<file path="src/rtl/core/fsca_pkg.sv">
// Shared types and constants for the sector chain allocator.
// No dependencies; imported by every other file of the block but fsca_ram.
`timescale 1ns / 1ps

package fsca_pkg;

   // command codes on req_kind
   localparam logic [2:0] KIND_WRITE = 3'd0;
   localparam logic [2:0] KIND_BEGIN = 3'd1;
   localparam logic [2:0] KIND_CONT  = 3'd2;
   localparam logic [2:0] KIND_END   = 3'd3;
   localparam logic [2:0] KIND_READ  = 3'd4;
   localparam logic [2:0] KIND_SUM   = 3'd5;

   // register map (index = paddr[2])
   localparam logic REG_DATA_START  = 1'b0;
   localparam logic REG_ENTRIES_USE = 1'b1;

   localparam int KIND_W     = 3;
   localparam int INDEX_W    = 11;
   localparam int ENTRY_W    = 16;
   localparam int LENGTH_W   = 11;
   localparam int SECTOR_W   = 11;
   localparam int SUM_W      = 8;
   localparam int START_W    = 11;
   localparam int LIMIT_W    = 12;
   localparam int CSR_ADDR_W = 3;
   localparam int CSR_DATA_W = 32;

   localparam logic [ENTRY_W-1:0] USED_BIT  = 16'h8000;
   localparam logic [ENTRY_W-1:0] LINK_BITS = 16'hC000;

   localparam logic [START_W-1:0] START_RESET = 11'd128;
   localparam logic [LIMIT_W-1:0] LIMIT_RESET = 12'd2048;

   // controller to datapath
   typedef struct packed {
      logic clear_step;
      logic accept;
      logic load_start;
      logic load_one;
      logic scan_run;
      logic acc_sum;
      logic skip_cur;
      logic do_write;
      logic do_mark;
      logic do_link;
      logic take_hit;
      logic rd_index;
      logic rd_zero;
      logic store_sum;
      logic finish;
      logic res_full;
      logic res_entry;
      logic res_sum;
   } fsca_cmd_type;

   // datapath to controller
   typedef struct packed {
      logic clear_last;
      logic hit;
      logic done;
   } fsca_stat_type;

endpackage

</file>
<file path="src/rtl/core/fsca_ctrl.sv">
// Command sequencer for the sector chain allocator.
// Depends on fsca_pkg; drives fsca_dpath through fsca_cmd_type.
`timescale 1ns / 1ps

module fsca_ctrl import fsca_pkg::*; (
   input  logic                clock,
   input  logic                reset,
   input  logic                start,
   input  logic [KIND_W-1:0]   req_kind,
   input  fsca_stat_type       stat,
   output fsca_cmd_type        cmd,
   output logic                busy
);

   typedef enum logic [8:0] {
      ST_CLEAR  = 9'b000000001,
      ST_IDLE   = 9'b000000010,
      ST_SCAN1  = 9'b000000100,
      ST_SCAN2  = 9'b000001000,
      ST_SUM    = 9'b000010000,
      ST_RD0    = 9'b000100000,
      ST_WR0    = 9'b001000000,
      ST_RDDATA = 9'b010000000,
      ST_DONE   = 9'b100000000
   } fsca_state_type;

   fsca_state_type state_ff, state_in;
   logic           cont_ff, cont_in;

   always_comb begin
      state_in = state_ff;
      cont_in  = cont_ff;
      cmd      = '0;
      cmd.skip_cur = cont_ff;
      case (state_ff)
         ST_CLEAR: begin
            cmd.clear_step = 1'b1;
            if (stat.clear_last) begin
               state_in = ST_IDLE;
            end
         end
         ST_IDLE: begin
            if (start) begin
               cmd.accept = 1'b1;
               cont_in    = (req_kind == KIND_CONT);
               case (req_kind)
                  KIND_WRITE: begin
                     cmd.do_write = 1'b1;
                     state_in     = ST_DONE;
                  end
                  KIND_BEGIN, KIND_CONT: begin
                     cmd.load_start = 1'b1;
                     state_in       = ST_SCAN1;
                  end
                  KIND_END: begin
                     cmd.do_mark = 1'b1;
                     state_in    = ST_DONE;
                  end
                  KIND_READ: begin
                     cmd.rd_index = 1'b1;
                     state_in     = ST_RDDATA;
                  end
                  KIND_SUM: begin
                     cmd.load_one = 1'b1;
                     state_in     = ST_SUM;
                  end
                  default: begin
                     state_in = ST_DONE;
                  end
               endcase
            end
         end
         ST_SCAN1, ST_SCAN2: begin
            if (stat.hit) begin
               cmd.take_hit = 1'b1;
               cmd.do_link  = cont_ff;
               cmd.finish   = 1'b1;
               state_in     = ST_IDLE;
            end else if (stat.done) begin
               if (state_ff == ST_SCAN1) begin
                  // retry from entry 1
                  cmd.load_one = 1'b1;
                  state_in     = ST_SCAN2;
               end else begin
                  cmd.res_full = 1'b1;
                  cmd.finish   = 1'b1;
                  state_in     = ST_IDLE;
               end
            end else begin
               cmd.scan_run = 1'b1;
            end
         end
         ST_SUM: begin
            cmd.acc_sum = 1'b1;
            if (stat.done) begin
               state_in = ST_RD0;
            end else begin
               cmd.scan_run = 1'b1;
            end
         end
         ST_RD0: begin
            cmd.rd_zero = 1'b1;
            state_in    = ST_WR0;
         end
         ST_WR0: begin
            cmd.store_sum = 1'b1;
            cmd.res_sum   = 1'b1;
            cmd.finish    = 1'b1;
            state_in      = ST_IDLE;
         end
         ST_RDDATA: begin
            cmd.res_entry = 1'b1;
            cmd.finish    = 1'b1;
            state_in      = ST_IDLE;
         end
         ST_DONE: begin
            cmd.finish = 1'b1;
            state_in   = ST_IDLE;
         end
         default: begin
            state_in = ST_IDLE;
         end
      endcase
   end

   always_ff @(posedge clock) begin
      if (reset) begin
         state_ff <= ST_CLEAR;
         cont_ff  <= 1'b0;
      end else begin
         state_ff <= state_in;
         cont_ff  <= cont_in;
      end
   end

   assign busy = (state_ff != ST_IDLE);

endmodule

</file>
<file path="config.mk">
export PLATFORM = sky130hd
export DESIGN_NAME = fsca_ctrl
export DESIGN_NICKNAME = d
export VERILOG_FILES = /design/src/rtl/core/fsca_pkg.sv /design/src/rtl/core/fsca_ctrl.sv
export SDC_FILE = /design/constraint.sdc
export NUM_CORES = 1
export LEC_CHECK = 0
export BUFFER_PORTS_ARGS = -buffer_cell sky130_fd_sc_hd__clkbuf_2
export CAP_MARGIN = 5
export CORE_UTILIZATION = 35
export DETAILED_ROUTE_END_ITERATION = 12
export PLACE_DENSITY = 0.66
export SLEW_MARGIN = 20
export SYNTH_ARGS = -nofsm -noshare
export SYNTH_HDL_FRONTEND = slang
export SYNTH_SLANG_ARGS = --single-unit
</file>
<file path="constraint.sdc">
create_clock -name clock -period 2.2 [get_ports clock]
set_input_delay 0.44 -clock clock [delete_from_list [all_inputs] [get_ports clock]]
set_output_delay 0.44 -clock clock [all_outputs]
set_load 0.01 [all_outputs]
</file>
==> results.sh, run 1 <==
export IMPL_num_antenna_cells=0
export IMPL_final_seq_area_sq_um=207.7
export IMPL_synth_seq_cells=10
export IMPL_r2r_cells=5
export IMPL_hold_class="primary input to register"
export IMPL_numPlacedInstances=143
export IMPL_pre_cts_slack_ns=0.1393
export IMPL_grt_pass1_wl_microns=2477
export IMPL_crit_slowest_cell="dfxtp_4"
export IMPL_grt_ovfl_total=0
export IMPL_worstPathRequired_ns=1.76
export IMPL_first_pass_iters=4
export IMPL_antenna_found_initial=0
export IMPL_crit_family="simple AND/OR/NAND/NOR gates"
export IMPL_critPathMaxFanout=6
export IMPL_start_util=0.3705
export IMPL_fin_area_sq_um=1015
export IMPL_p_leak_nw=0.4380
export IMPL_dp_hpwl_microns=1446
export IMPL_cts_hold_buf=0
export IMPL_hold_path_depth=3
export IMPL_wl_per_cell_microns=12.53
export IMPL_clk_path_buf_depth=2
export IMPL_cts_max_level=1
export IMPL_fin_cells=152
export IMPL_port_buffers=27
export IMPL_crit_chain="nor4_4, buf_4, nand4_1, buf_4, nor4_2, buf_2"
export IMPL_hold_viol_final=0
export IMPL_multi_input_area_sq_um=548.0
export IMPL_crit_cells=6
export IMPL_avgSynthCellArea_sq_um=7.817
export IMPL_pin_count=28
export IMPL_track_usage=0.1566
export IMPL_num_vias=808
export IMPL_drive_gt1_frac=0.4080
export IMPL_rsz0062_at_grt="yes"
export IMPL_ant_nets=0
export IMPL_synth_top_area_frac=0.2754
export IMPL_relSlewSlack=0.7574
export IMPL_synth_area_sq_um=726.9
export IMPL_yosysUniqueCellTypes=37
export IMPL_cp_start_kind="register"
export IMPL_vdd_drop_max_mv=0.2544
export IMPL_status="completed"
export IMPL_insertion_delay_ns=0.26
export IMPL_layout_common_cells="clkbuf_2, nor2_1, nand2_1, dfxtp_1"
export IMPL_fin_nets=136
export IMPL_die_x_microns=47.58
export IMPL_path_class="register to primary output"
export IMPL_syn_inst=93
export IMPL_total_power_mw=0.4289
export IMPL_drc=0
export IMPL_grt_pass1_vias=564
export IMPL_min_period_ns=2.143
export IMPL_drv_slew=0
export IMPL_die_area_sq_um=2263
export IMPL_routed_wl_microns=1905
export IMPL_cts_tree="yes"
export IMPL_num_fill_cells=206
export IMPL_cts_buffers=3
export IMPL_ys_top_cells_by_area="dfxtp_1, nor3_1, nor4b_1, nor2_1, a21oi_1"
export IMPL_clock_fmax_mhz=466.7
export IMPL_worst_path_buf_inv=3
export IMPL_path_clk_slew_ns=0.06
export IMPL_finClkSkew_ns=0.002411
export IMPL_via_per_inst=5.316
export IMPL_ctsRootBufferMaster="clkbuf_4"
export IMPL_maxCapViolations=0
export IMPL_fin_tns_setup_ns=0
export IMPL_synthesis_nets=102
export IMPL_cp_data_arrival_time_ns=1.70
export IMPL_synth_yosys_seq_area_share=0.2754
export IMPL_gp_congestion=0.8046
export IMPL_worst_pin_slew_ns=0.3589
export IMPL_cts_sink_count=10
export IMPL_row_count=16
export IMPL_p_per_area_nw_per_um2=422.7
export IMPL_grt_max_degree=9
export IMPL_worst_slack_ns=0.05747
export IMPL_drtIter0Drc=14
export IMPL_fin_crit_sh=0.9739
export IMPL_die_h_microns=47.58
export IMPL_yosys_area_top_type="dfxtp_1"
export IMPL_final_common_cell="clkbuf_2"
export IMPL_syn2layout_area_growth_pct=39.59
export IMPL_setup_viol=0
export IMPL_crit_path_frequent_cell="buf_4"
export IMPL_coreArea_sq_um=1962
export IMPL_cpPeakStageDelay_ns=0.37
export IMPL_yosysWarnings=0
export IMPL_placed_area_sq_um=875.8
export IMPL_critPathCaptureType="primary output"
tightest hold or removal path, delay by kind of cell:
kind            cells  cell delay (ns)
buf+inv             2             0.14
compound gates      1             0.09
sequential cells by signal, indices dropped and copies added (netlist names):
register / count
cont_ff: 1
state_ff: 9
report_power, final:
part | internal, mW | leakage [nW] | switching [mW] | total, mW
registers | 0.185 | 0.0829 | 0.00910 | 0.194
clock network | 0.0630 | 0.0138 | 0.0584 | 0.121
logic | 0.0470 | 0.341 | 0.0663 | 0.113
total | 0.295 | 0.438 | 0.134 | 0.429
cells in the mapped netlist (all sizes together):
cell,instances
nand2,9
a211oi,1
nand3b,2
nor3,9
o21ai,6
nand3,2
or3,2
xor2,3
nand4,1
or2,1
xnor2,1
a21o,1
o32ai,2
nor4bb,1
a21oi,6
clkbuf,2
and2,1
a22oi,1
dfxtp,10
a211o,1
buf,3
inv,3
nor2,9
or3b,1
nor4,2
nor2b,3
and4,1
o21a,1
and3,1
nand2b,1
nor4b,4
nor3b,2
routing by layer:
metal / share of wire / GRT usage
met3: 0.049 / 0.03396
met1: 0.43 / 0.2063
met5: 0 / 0
met4: 0 / 0.05000
met2: 0.52 / 0.2548
through the flow:
step | hold slack (ns) | util
2_1_floorplan | 0.4694 | -
3_3_place_gp | 0.4917 | 0.4464
3_5_place_dp | 0.5134 | 0.4464
4_1_cts | 0.4397 | 0.4777
5_1_grt | 0.4464 | 0.5172
6_report | 0.4414 | 0.5172
timing repair:
item	CTS	global route
pin swaps	2	3
endpoints found under the setup margin	7	11
endpoints found under the hold margin	0	0
cloned	0	0
setup buffers	3	3
resized for setup	3	17
cell type report:
cell class / instances / share of cell area
multi-input combinational: 75 / 0.5401
sequential: 10 / 0.2047
timing repair buffer: 34 / 0.1887
tap: 27 / 0.03329
clock buffer: 3 / 0.02219
inverter: 3 / 0.01110
cells by family (layout without fill, tap and decap cells):
group,after synthesis,in the layout,synth area share
compound gates,19,19,0.1928
xor+xnor,4,4,0.04820
buf+inv,8,40,0.05335
flops,10,10,0.2754
simple gates,52,52,0.4303
worst paths after layout:
kind                    start           to  slack [ns]
setup reg to reg  state_ff[7]  state_ff[8]        0.51
hold / removal        stat[2]  state_ff[0]        0.44
setup / recovery  state_ff[7]      cmd[10]        0.06
hold reg to reg       cont_ff      cont_ff        0.53
(Power assumes the default switching activity.)
==> run 2: changes to the inputs <==
==> constraint.sdc (replaced) <==
create_clock -name clock -period 2.2 [get_ports clock]
set_input_delay 0.66 -clock clock [delete_from_list [all_inputs] [get_ports clock]]
set_output_delay 0.66 -clock clock [all_outputs]
set_load 0.01 [all_outputs]
==> run 2 against run 1 <==
Against the previous run: the run now ends with negative setup slack left; clock skew down 0.0014 ns; clock-buffer cell count unchanged; combinational power grew 47%; wire length up 21%; design area is 24% higher; largest power group unchanged; flip-flop and latch count is the same; non-clock buffer count rose by 19; cell count is 13% higher.
==> results.sh, run 2 (synthesized netlist as in run 1, its figures left out) <==
export IMPL_ctsRootBufferMaster="clkbuf_4"
export IMPL_insertion_delay_ns=0.26
export IMPL_syn2layout_area_growth_pct=72.98
export IMPL_via_per_inst=5.140
export IMPL_clk_path_buf_depth=2
export IMPL_hold_ws_ns=0.5322
export IMPL_path_clk_slew_ns=0.07
export IMPL_dp_hpwl_microns=1553
export IMPL_cts_max_level=1
export IMPL_hold_viol_final=0
export IMPL_hold_class="register to register"
export IMPL_vdd_drop_max_mv=0.2580
export IMPL_grt_max_degree=9
export IMPL_die_h_microns=47.58
export IMPL_path_class="register to primary output"
export IMPL_crit_chain="nor4_4, nand2_2, nor3_4, nand3_1, o21ai_0, buf_2"
export IMPL_p_per_area_nw_per_um2=388.3
export IMPL_finClkSkew_ns=0.0009809
export IMPL_largest_reg_flops=9
export IMPL_pin_count=28
export IMPL_crit_slowest_cell="nor4_4"
export IMPL_cpPeakStageDelay_ns=0.35
export IMPL_relSlewSlack=0.7219
export IMPL_worst_slack_ns=-0.1362
export IMPL_pre_cts_slack_ns=-0.07736
export IMPL_worst_pin_slew_ns=0.4113
export IMPL_grt_pass1_wl_microns=3036
export IMPL_min_period_ns=2.336
export IMPL_grt_ovfl_total=0
export IMPL_final_common_cell="buf_4"
export IMPL_routed_wl_microns=2308
export IMPL_clock_fmax_mhz=428.1
export IMPL_cts_buffers=3
export IMPL_wl_per_cell_microns=13.50
export IMPL_status="finished, violations left"
export IMPL_gp_congestion=0.8262
export IMPL_ant_nets=0
export IMPL_r2r_end="state_ff[8]"
export IMPL_hold_path_depth=2
export IMPL_coreArea_sq_um=1962
export IMPL_p_leak_nw=0.5594
export IMPL_worst_path_buf_inv=1
export IMPL_setup_viol=11
export IMPL_die_x_microns=47.58
export IMPL_first_pass_iters=4
export IMPL_layout_common_cells="buf_4, clkbuf_2, buf_2"
export IMPL_r2r_setup_slack_ns=0.11
export IMPL_placed_area_sq_um=972.2
export IMPL_antenna_found_initial=0
export IMPL_port_buffers=27
export IMPL_drc=0
export IMPL_cts_hold_buf=0
export IMPL_fin_crit_sh=1.062
export IMPL_holdCritStartpoint="state_ff[2]"
export IMPL_cp_data_arrival_time_ns=1.68
export IMPL_fin_area_sq_um=1257
export IMPL_violations="negative setup slack"
export IMPL_critPathCaptureType="primary output"
export IMPL_num_fill_cells=172
export IMPL_holdPathEnd="state_ff[2]"
export IMPL_fin_nets=155
export IMPL_cp_start_kind="register"
export IMPL_drv_slew=0
export IMPL_critPathMaxFanout=4
export IMPL_reg_top3="state_ff x9, cont_ff x1"
export IMPL_total_power_mw=0.4883
export IMPL_drtIter0Drc=20
export IMPL_row_count=16
export IMPL_grt_pass1_vias=752
export IMPL_drive_gt1_frac=0.5833
export IMPL_num_antenna_cells=0
export IMPL_num_vias=879
export IMPL_r2r_start="state_ff[6]"
export IMPL_r2r_cells=8
export IMPL_cts_sink_count=10
export IMPL_crit_family="simple AND/OR/NAND/NOR gates"
export IMPL_worstPathRequired_ns=1.54
export IMPL_track_usage=0.1930
export IMPL_regMostFlops="state_ff"
export IMPL_start_util=0.3705
export IMPL_maxCapViolations=0
export IMPL_rsz0062_at_grt="yes"
export IMPL_cts_tree="yes"
export IMPL_die_area_sq_um=2263
==> run 2: layer usage <==
metal  routed length [microns]  global-route usage  up-vias
met5                         0                   0        -
met4                        28             0.06111        0
met3                        74             0.03774        4
met2                      1277              0.3726       28
met1                       927              0.2091      403
li1                          -                   -      444
==> run 2: worst max path at each step <==
stage / start / endpoint / depth (start not counted) / slack [ns]
2_1_floorplan: req_kind[1] / cmd[6] / 3 / 0.09
3_3_place_gp: stat[1] / cmd[13] / 5 / 0.0003
3_5_place_dp: stat[1] / cmd[13] / 5 / -0.08
4_1_cts: state_ff[8] / cmd[3] / 5 / -0.12
5_1_grt: state_ff[6] / cmd[14] / 6 / -0.23
6_report: state_ff[6] / cmd[14] / 6 / -0.14
==> run 2: stage by stage <==
step / TNS, ns / utilization / std cells
2_1_floorplan: 0 / - / 93
3_3_place_gp: 0 / 0.4955 / 155
3_5_place_dp: -0.07736 / 0.4955 / 155
4_1_cts: -0.5421 / 0.5816 / 167
5_1_grt: -2.047 / 0.6409 / 171
6_report: -0.8095 / 0.6409 / 171
==> run 2: report_power, final <==
group | internal (mW) | switching (mW) | total [mW]
logic | 0.0814 | 0.0846 | 0.166
clock network | 0.0631 | 0.0634 | 0.127
registers | 0.185 | 0.0111 | 0.196
==> run 2: repair_timing <==
| action | in CTS | in global routing |
|---|---|---|
| pin swaps | 7 | 11 |
| gates resized for setup | 18 | 34 |
| hold endpoints to repair | 0 | 0 |
| buffers inserted | 9 | 4 |
| setup endpoints to repair | 15 | 17 |
==> run 2: area by class of cell <==
cell class	instances	area, sq um	share of cell area
multi-input cells	75	611.8	0.4866
repair buffers	53	366.6	0.2915
flip-flops and latches	10	211.5	0.1682
well taps	27	33.78	0.02687
clock buffers	3	22.52	0.01791
inverters	3	11.26	0.008955
==> run 2: worst register-to-register path: cells and delay by family, from the launching register on <==
family / cells / cell delay [ns]
flip-flops: 1 / 0.33
buffers and inverters: 3 / 0.43
AND/OR/NAND/NOR: 4 / 0.82
AO/OA/AOI/OAI: 1 / 0.40
==> run 3: changes to the inputs <==
Settings changed: ABC_AREA set to 1, PLACE_DENSITY 0.66 to 0.64.
==> run 3 against run 2 <==
Against the previous run: the flow now finishes without violations; die area is 26% higher; largest cell class unchanged; setup slack better by 0.14 ns; wire length is 16% higher; clock skew is 0.00092 ns higher.
==> results.sh, run 3 <==
export IMPL_cts_buffers=3
export IMPL_yosys_area_top_type="dfxtp_1"
export IMPL_final_common_cell="nand2_1"
export IMPL_antenna_found_initial=0
export IMPL_holdPathEnd="cont_ff"
export IMPL_drive_gt1_frac=0.5855
export IMPL_cts_sink_count=10
export IMPL_final_seq_area_sq_um=214.0
export IMPL_numPlacedInstances=201
export IMPL_hold_viol_final=0
export IMPL_die_x_microns=53.37
export IMPL_yosysWarnings=0
export IMPL_startpoint="state_ff[8]"
export IMPL_gp_congestion=0.7978
export IMPL_p_leak_nw=0.6737
export IMPL_netlist_top_cells_count="nand2_1, nor2_1, inv_1"
export IMPL_critPathCaptureType="primary output"
export IMPL_fin_area_sq_um=1363
export IMPL_row_count=18
export IMPL_cp_start_kind="register"
export IMPL_die_h_microns=53.37
export IMPL_worstPathRequired_ns=1.54
export IMPL_cts_hold_buf=0
export IMPL_holdCritStartpoint="cont_ff"
export IMPL_grt_max_degree=12
export IMPL_coreArea_sq_um=2477
export IMPL_ctsRootBufferMaster="clkbuf_4"
export IMPL_fin_nets=203
export IMPL_synth_area_sq_um=923.4
export IMPL_avgSynthCellArea_sq_um=6.325
export IMPL_via_per_inst=4.910
export IMPL_p_per_area_nw_per_um2=800.7
export IMPL_insertion_delay_ns=0.27
export IMPL_maxCapViolations=0
export IMPL_layout_common_cells="nand2_1, clkbuf_2, nor2_1"
export IMPL_relSlewSlack=0.8008
export IMPL_track_usage=0.2014
export IMPL_total_power_mw=1.091
export IMPL_status="completed"
export IMPL_path_class="register to primary output"
export IMPL_cpPeakStageDelay_ns=0.34
export IMPL_start_util=0.3727
export IMPL_drtIter0Drc=9
export IMPL_r2r_setup_slack_ns=0.57
export IMPL_setup_viol=0
export IMPL_rsz0062_at_grt="yes"
export IMPL_fin_crit_sh=0.9977
export IMPL_synth_flop_cell="dfxtp_1"
export IMPL_cp_data_arrival_time_ns=1.53
export IMPL_hold_class="register to register"
export IMPL_routed_wl_microns=2678
export IMPL_crit_chain="inv_2, nand3_2, nor2_4, nand2_4, nor2_4, inv_2, nor4_2, buf_2"
export IMPL_pin_count=28
export IMPL_r2r_cells=10
export IMPL_worst_path_buf_inv=3
export IMPL_hold_path_depth=2
export IMPL_dp_hpwl_microns=1838
export IMPL_ant_nets=0
export IMPL_r2r_start="state_ff[8]"
export IMPL_yosysMostFrequentCell="nand2_1"
export IMPL_clock_fmax_mhz=455.6
export IMPL_grt_pass1_vias=1016
export IMPL_crit_slowest_cell="dfxtp_1"
export IMPL_first_pass_iters=4
export IMPL_synth_edff_count=0
export IMPL_drv_slew=0
export IMPL_grt_ovfl_total=0
export IMPL_yosysUniqueCellTypes=23
export IMPL_num_antenna_cells=0
export IMPL_path_clk_slew_ns=0.07
export IMPL_synthArstFlopShare=0
export IMPL_ys_top_cells_by_area="dfxtp_1, nand2_1, nor2_1, nand3_1, inv_1"
export IMPL_num_fill_cells=262
export IMPL_wl_per_cell_microns=12.01
export IMPL_clk_path_buf_depth=2
export IMPL_worst_slack_ns=0.005115
export IMPL_pre_cts_slack_ns=0.04148
export IMPL_synthesis_nets=155
export IMPL_die_area_sq_um=2848
export IMPL_fin_util=0.5500
export IMPL_syn_inst=146
export IMPL_regMostFlops="state_ff"
export IMPL_cts_max_level=1
export IMPL_fin_cells=223
export IMPL_syn2layout_area_growth_pct=47.56
export IMPL_num_vias=1095
export IMPL_worst_pin_slew_ns=0.2985
export IMPL_largest_reg_flops=9
export IMPL_port_buffers=27
export IMPL_finClkSkew_ns=0.001900
export IMPL_multi_input_area_sq_um=699.4
export IMPL_min_period_ns=2.195
export IMPL_crit_family="simple AND/OR/NAND/NOR gates"
export IMPL_drc=0
export IMPL_r2r_end="state_ff[3]"
export IMPL_synth_yosys_seq_area_share=0.2168
export IMPL_critPathMaxFanout=4
export IMPL_synth_top_area_frac=0.2168
export IMPL_reg_top3="state_ff x9, cont_ff x1"
export IMPL_cts_tree="yes"
export IMPL_placed_area_sq_um=1077
export IMPL_vdd_drop_max_mv=0.4025
export IMPL_grt_pass1_wl_microns=4126
export IMPL_crit_cells=8
export IMPL_synth_seq_cells=10
[run 3: cell families (layout without fill, tap and decap cells)]
family          Yosys count  count (layout)  share of synthesized area
simple gates            105             105                     0.6355
buf+inv                  27              74                     0.1260
flops                    10              10                     0.2168
compound gates            4               4                    0.02167
[run 3: worst min-delay path: cells and delay by family (launching register included)]
kind            cells  cell delay [ns]
simple gates        1             0.06
compound gates      1             0.05
flops               1             0.33
[run 3: worst max path at each step]
stage / end
2_1_floorplan: cmd[3]
3_3_place_gp: cmd[15]
3_5_place_dp: cmd[15]
4_1_cts: cmd[9]
5_1_grt: cmd[3]
6_report: cmd[9]
[run 3: timing repair]
item,4_1_cts,5_1_grt
setup endpoints to repair,7,9
setup buffers,15,3
gates resized for setup,17,24
pin swaps,8,6
[run 3: cell type report]
| cell class | instances | area share |
|---|---|---|
| multi-input cells | 109 | 0.5133 |
| repair buffers | 46 | 0.2039 |
| inverters | 24 | 0.07163 |
| flip-flops and latches | 10 | 0.1570 |
| well taps | 30 | 0.02755 |
| clock buffers | 4 | 0.02663 |
[run 3: per-stage QoR]
step | setup TNS [ns] | hold WS [ns]
4_1_cts | -0.01219 | 0.4924
5_1_grt | -0.4064 | 0.5372
3_3_place_gp | 0 | 0.4814
3_5_place_dp | 0 | 0.4825
2_1_floorplan | 0 | 0.4466
6_report | 0 | 0.4875
[run 3: metal layers]
metal / part of all wire / GRT usage
met5: 0 / 0
met4: 0.022 / 0.1053
met3: 0.027 / 0.01437
met2: 0.56 / 0.3750
met1: 0.39 / 0.2220
[run 3: power breakdown]
part | switching [mW] | internal, mW | leakage, nW | total (mW)
sequential | 0.0524 | 0.219 | 0.0847 | 0.271
clock | 0.0650 | 0.101 | 0.0210 | 0.166
combinational | 0.400 | 0.254 | 0.568 | 0.654
